### src/rtl/core/stack_machine_execute_unit_assert.svh
// Assertion macros shared by the stack machine execute unit RTL.
`ifndef STACK_MACHINE_EXECUTE_UNIT_ASSERT_SVH
`define STACK_MACHINE_EXECUTE_UNIT_ASSERT_SVH

// Same-cycle implication, checked on the rising clock edge outside reset.
`define SME_ASSERT_IMP(lbl, ante, cons, msg) \
  lbl: assert property (@(posedge clk) disable iff (rst) (ante) |-> (cons)) \
    else $error(msg);

// Next-cycle implication, checked on the rising clock edge outside reset.
`define SME_ASSERT_NXT(lbl, ante, cons, msg) \
  lbl: assert property (@(posedge clk) disable iff (rst) (ante) |=> (cons)) \
    else $error(msg);

`endif

### src/rtl/core/sme_pkg.sv
// Shared types and constants for the stack machine execute unit.
package sme_pkg;

  localparam int SME_STACK_DEPTH = 256;
  localparam int WORD_W          = 32;
  localparam int DATA_W          = 30;
  localparam int DEPTH_W         = 9;

  localparam logic [1:0] TYPE_PRIM = 2'd1;

  localparam logic [DATA_W-1:0] PRIM_HALT = 30'd0;
  localparam logic [DATA_W-1:0] PRIM_ADD  = 30'd1;
  localparam logic [DATA_W-1:0] PRIM_SUB  = 30'd2;
  localparam logic [DATA_W-1:0] PRIM_MUL  = 30'd3;
  localparam logic [DATA_W-1:0] PRIM_DIV  = 30'd4;

  typedef enum logic [1:0] {
    OP_ADD,
    OP_SUB,
    OP_MUL,
    OP_DIV
  } alu_op_t;

  typedef enum logic [2:0] {
    ST_OK    = 3'd0,
    ST_UNDER = 3'd1,
    ST_OVER  = 3'd2,
    ST_DIVZ  = 3'd3,
    ST_UNSUP = 3'd4
  } status_t;

  typedef struct packed {
    logic              start;
    alu_op_t           op;
    logic [WORD_W-1:0] a;
    logic [WORD_W-1:0] b;
  } alu_req_t;

  typedef struct packed {
    logic              done;
    logic [WORD_W-1:0] result;
  } alu_rsp_t;

endpackage

### src/rtl/core/sme_alu.sv
// Shared arithmetic unit: registered add/sub/mul, bit-serial signed divide.
module sme_alu
  import sme_pkg::*;
(
  input  logic     clk,
  input  logic     rst,
  input  alu_req_t req,
  output alu_rsp_t rsp
);

  typedef enum logic [1:0] {
    A_IDLE,
    A_DIV,
    A_FIX
  } alu_state_t;

  alu_state_t        state;
  logic [4:0]        step;
  logic [WORD_W-1:0] rem;
  logic [WORD_W-1:0] quo;
  logic [WORD_W-1:0] dvs;
  logic              neg;

  logic [WORD_W:0]   shifted;
  logic [WORD_W:0]   diff;
  logic [WORD_W-1:0] mag_a;
  logic [WORD_W-1:0] mag_b;

  assign mag_a   = req.a[WORD_W-1] ? (~req.a + 32'd1) : req.a;
  assign mag_b   = req.b[WORD_W-1] ? (~req.b + 32'd1) : req.b;
  assign shifted = {rem, quo[WORD_W-1]};
  assign diff    = shifted - {1'b0, dvs};

  always_ff @(posedge clk) begin
    if (rst) begin
      state    <= A_IDLE;
      rsp.done <= 1'b0;
    end else begin
      // add, sub and mul finish at once, divide finishes after the sign fix
      rsp.done <= (state == A_FIX) ||
                  ((state == A_IDLE) && req.start && (req.op != OP_DIV));
      case (state)
        A_IDLE: begin
          if (req.start) begin
            case (req.op)
              OP_ADD: begin
                rsp.result <= req.a + req.b;
              end
              OP_SUB: begin
                rsp.result <= req.a - req.b;
              end
              OP_MUL: begin
                rsp.result <= req.a * req.b;
              end
              OP_DIV: begin
                rem   <= '0;
                quo   <= mag_a;
                dvs   <= mag_b;
                neg   <= req.a[WORD_W-1] ^ req.b[WORD_W-1];
                step  <= 5'd31;
                state <= A_DIV;
              end
              default: begin
                rsp.result <= '0;
              end
            endcase
          end
        end
        A_DIV: begin
          // restoring step: one quotient bit per cycle
          if (!diff[WORD_W]) begin
            rem <= diff[WORD_W-1:0];
            quo <= {quo[WORD_W-2:0], 1'b1};
          end else begin
            rem <= shifted[WORD_W-1:0];
            quo <= {quo[WORD_W-2:0], 1'b0};
          end
          if (step == 5'd0) begin
            state <= A_FIX;
          end else begin
            step <= step - 5'd1;
          end
        end
        A_FIX: begin
          rsp.result <= neg ? (~quo + 32'd1) : quo;
          state      <= A_IDLE;
        end
        default: begin
          state <= A_IDLE;
        end
      endcase
    end
  end

endmodule

### config.mk
export PLATFORM = sky130hd
export DESIGN_NAME = sme_alu
export DESIGN_NICKNAME = d
export VERILOG_FILES = /design/src/rtl/core/stack_machine_execute_unit_assert.svh /design/src/rtl/core/sme_pkg.sv /design/src/rtl/core/sme_alu.sv
export SDC_FILE = /design/constraint.sdc
export NUM_CORES = 2
export LEC_CHECK = 0
export ABC_AREA = 1
export BUFFER_PORTS_ARGS = -buffer_cell sky130_fd_sc_hd__buf_2
export CAP_MARGIN = 20
export CORE_ASPECT_RATIO = 1.25
export CORE_MARGIN = 2
export CORE_UTILIZATION = 30
export CTS_BUF_LIST = sky130_fd_sc_hd__clkbuf_2
export CTS_CLUSTER_DIAMETER = 50
export DETAILED_ROUTE_END_ITERATION = 6
export GPL_TIMING_DRIVEN = 0
export PLACE_DENSITY_LB_ADDON = 0.25
export SLEW_MARGIN = 20
export SYNTH_ARGS = -nofsm -noshare
export SYNTH_HDL_FRONTEND = slang
export SYNTH_SLANG_ARGS = --single-unit
### constraint.sdc
create_clock -name clk -period 8.1 [get_ports clk]
set_clock_uncertainty 0.05 [all_clocks]
set_input_delay 1.62 -clock clk [delete_from_list [all_inputs] [get_ports clk]]
set_output_delay 1.62 -clock clk [all_outputs]
set_load 0.02 [all_outputs]
==> results.yml <==
status:
  status: "finished, final reports clean"
final_layout:
  final_cell_mix: "1053 x nand2_1, 931 x inv_1, 410 x fa_1, 249 x nor2_1, 226 x o21ai_0"
  area_growth_pct: 8.969
  fin_cells: 5399
  nets: 4770
  drive_above_1_share: 0.06967
  mostFrequentLayoutCell: "nand2_1"
  finish.instance_area_um2: 31540
placed_design:
  dpl_cell_area_um2: 31130
  routabilityCongestion: 0.9732
  place.detailed.hpwl_um: 97560
  post-place-cells: 5398
  dpl_worst_slack_ps: -2122
  io_buffers: 84
logic_synthesis:
  yosys.area_share.xor_xnor: 0.03268
  syn_nets: 4682
  synth_top_family_by_area: "adder cells"
  synth_compound_area_frac: 0.09379
  synth_top_cell_area_share: 0.2835
  async_flop_share: 0
  synth_edf_count: 134
  synth_warnings: 0
  netlist_area_um2: 28950
  syn-instance-count: 4012
  ys_seq_area_frac: 0.1411
  ys.flop_type: "edfxtp_1"
  yosys.area_share.simple: 0.2187
  muxShareOfSynthArea: 0
  yosys_register_bits: 137
  yosys-top-cells-area: "fa_1 28%, edfxtp_1 14%, nand2_1 14%, inv_1 12%, ha_1 8.3%"
  syn_avg_cell_area_um2: 7.215
  synth_fa_ha_area_frac: 0.3661
  synth_area_leader_cell: "fa_1"
  synth_cell_types: 56
clocking:
  htree_levels: 4
  cts_tree: "built"
  post-cts-setup-buffers: 0
  path_clk_slew_ps: 190
  root_buffer: "clkbuf_2"
  cts_buffers: 25
  cts_sinks: 137
  ctsHoldBuffers: 0
  clk_latency_ps: 880
  clock_path_buffers: 3
timing:
  rsz0062_at_grt: "yes"
  timing.fmax_ghz: 0.1245
  worst_slack_ps: 70.43
  hold_ws_ps: 488.1
  min_period_ps: 8030
  setup_viol: 0
  period_share: 0.9913
  hold_viol: 0
  relSlewSlack: 0.2618
  tightest_slew_ps: 1096
  slew_violations: 0
critical_path:
  critPathMaxFanout: 10
  crit_required_ps: 8650
  timing.rr.start: "quo[31]"
  critPathLaunch: "req[7]"
  path_class: "primary input to flop"
  cp-start-kind: "primary input"
  end_kind: "flop"
  arrival_ps: 8580
grt:
  grt_pass1_wl_um: 168200
  grt-ovfl-total: 0
  grt_antenna_before_repair: 8
  groute.usage.overall: 0.2322
  grt_max_degree: 23
  grt_pass1_vias: 26870
floorplanning:
  die_x_um: 281.8
  core_um2: 95820
  row_count: 127
  die_y_um: 351.3
  dieArea_um2: 99010
  io_pins: 102
  start_util: 0.3021
hold_path:
  hp-class: "flop to flop"
  holdCritStartpoint: "step[4]"
detailed_routing:
  drc_errors: 0
  wl_um: 113300
  drt_first_pass_iters: 7
  wl_per_cell_um: 20.98
  drtAntennaViolNets: 0
  num_vias: 26010
  via_per_inst: 4.817
  drt_iter0_drc: 1684
job:
  maxCapViolCount: 0
==> final timing paths <==
check,slack [ps],end,depth (start not counted)
hold / removal,490,state[1],2
setup / recovery,70,rsp[28],24
hold reg to reg,490,state[1],2
setup reg to reg,4810,rem[0],17
==> registers in the layout, summed over array words and instances (netlist names) <==
register,count
quo,32
step,5
dvs,32
rem,32
neg,1
rsp,33
state,2
==> cells by family after synthesis <==
group,after synthesis
adders and majority gates,601
xor gates and xnor gates,108
buffers and inverters,1123
AOI/OAI and AO/OA,499
and+or+nand+nor,1544
DFF,137
==> cell usage after synthesis (5+ instances only) <==
cell	n
a21o_1	18
nor4_1	12
o21a_1	8
inv_1	931
nor2_2	5
o21ai_1	12
nand3_1	118
nand4_1	22
o21bai_1	13
xor2_1	72
nor3_1	30
o211ai_1	7
ha_1	191
edfxtp_1	134
clkbuf_1	129
a21oi_1	170
xnor2_1	36
buf_1	34
o21ai_0	232
buf_2	19
a31oi_1	13
nor2_1	250
nand2_1	1053
nor3_2	7
or2_2	16
fa_1	410
nand3b_1	11
==> layer usage <==
| layer | GRT usage | share of wire |
|---|---|---|
| met2 | 0.4261 | 0.51 |
| met5 | 0 | 0.00055 |
| met4 | 0.1151 | 0.056 |
| met1 | 0.2658 | 0.39 |
| met3 | 0.02511 | 0.043 |
==> metrics by stage <==
| step | util | TNS [ps] |
|---|---|---|
| 5_1_grt | 0.3292 | -10.71 |
| 3_5_place_dp | 0.3249 | -37780 |
| 6_report | 0.3292 | 0 |
| 3_3_place_gp | 0.3234 | -221270 |
| 4_1_cts | 0.3277 | 0 |
| 2_1_floorplan | - | 0 |
==> repair_timing <==
item                                    CTS  global route
endpoints found under the setup margin   20            13
gates cloned                              0             0
resized for setup                       124            93
==> layout make-up <==
type                            count  area, µm²
Timing Repair Buffer               96      603.1
Tap cell                         1290       1614
Inverter                          937       3521
Buffer                            151      868.3
Clock buffer                       26      130.1
Clock inverter                      6      52.55
Antenna cell                        4      10.01
Fill cell                       10470      64270
Sequential cell                   137       4084
Multi-Input combinational cell   2752      20660
==> critical path: stages <==
cell      delay [ps]
buf_2            140
buf_6            200
buf_2            330
nand2_1           90
inv_1             80
fa_1             460
fa_1             510
fa_1             510
inv_1             50
fa_1             470
inv_1             50
fa_1             480
fa_1             590
fa_1             440
fa_1             520
ha_1             420
a21oi_1          290
o21ai_0          200
a221oi_1         360
o211ai_1         250
o21ai_2          290
nand2_1           90
nand2_1           70
o21ai_1           70
Power is left out: the tool's default activity adds up to more than one toggle a clock period on the data nets, which glitch-free logic cannot reach.
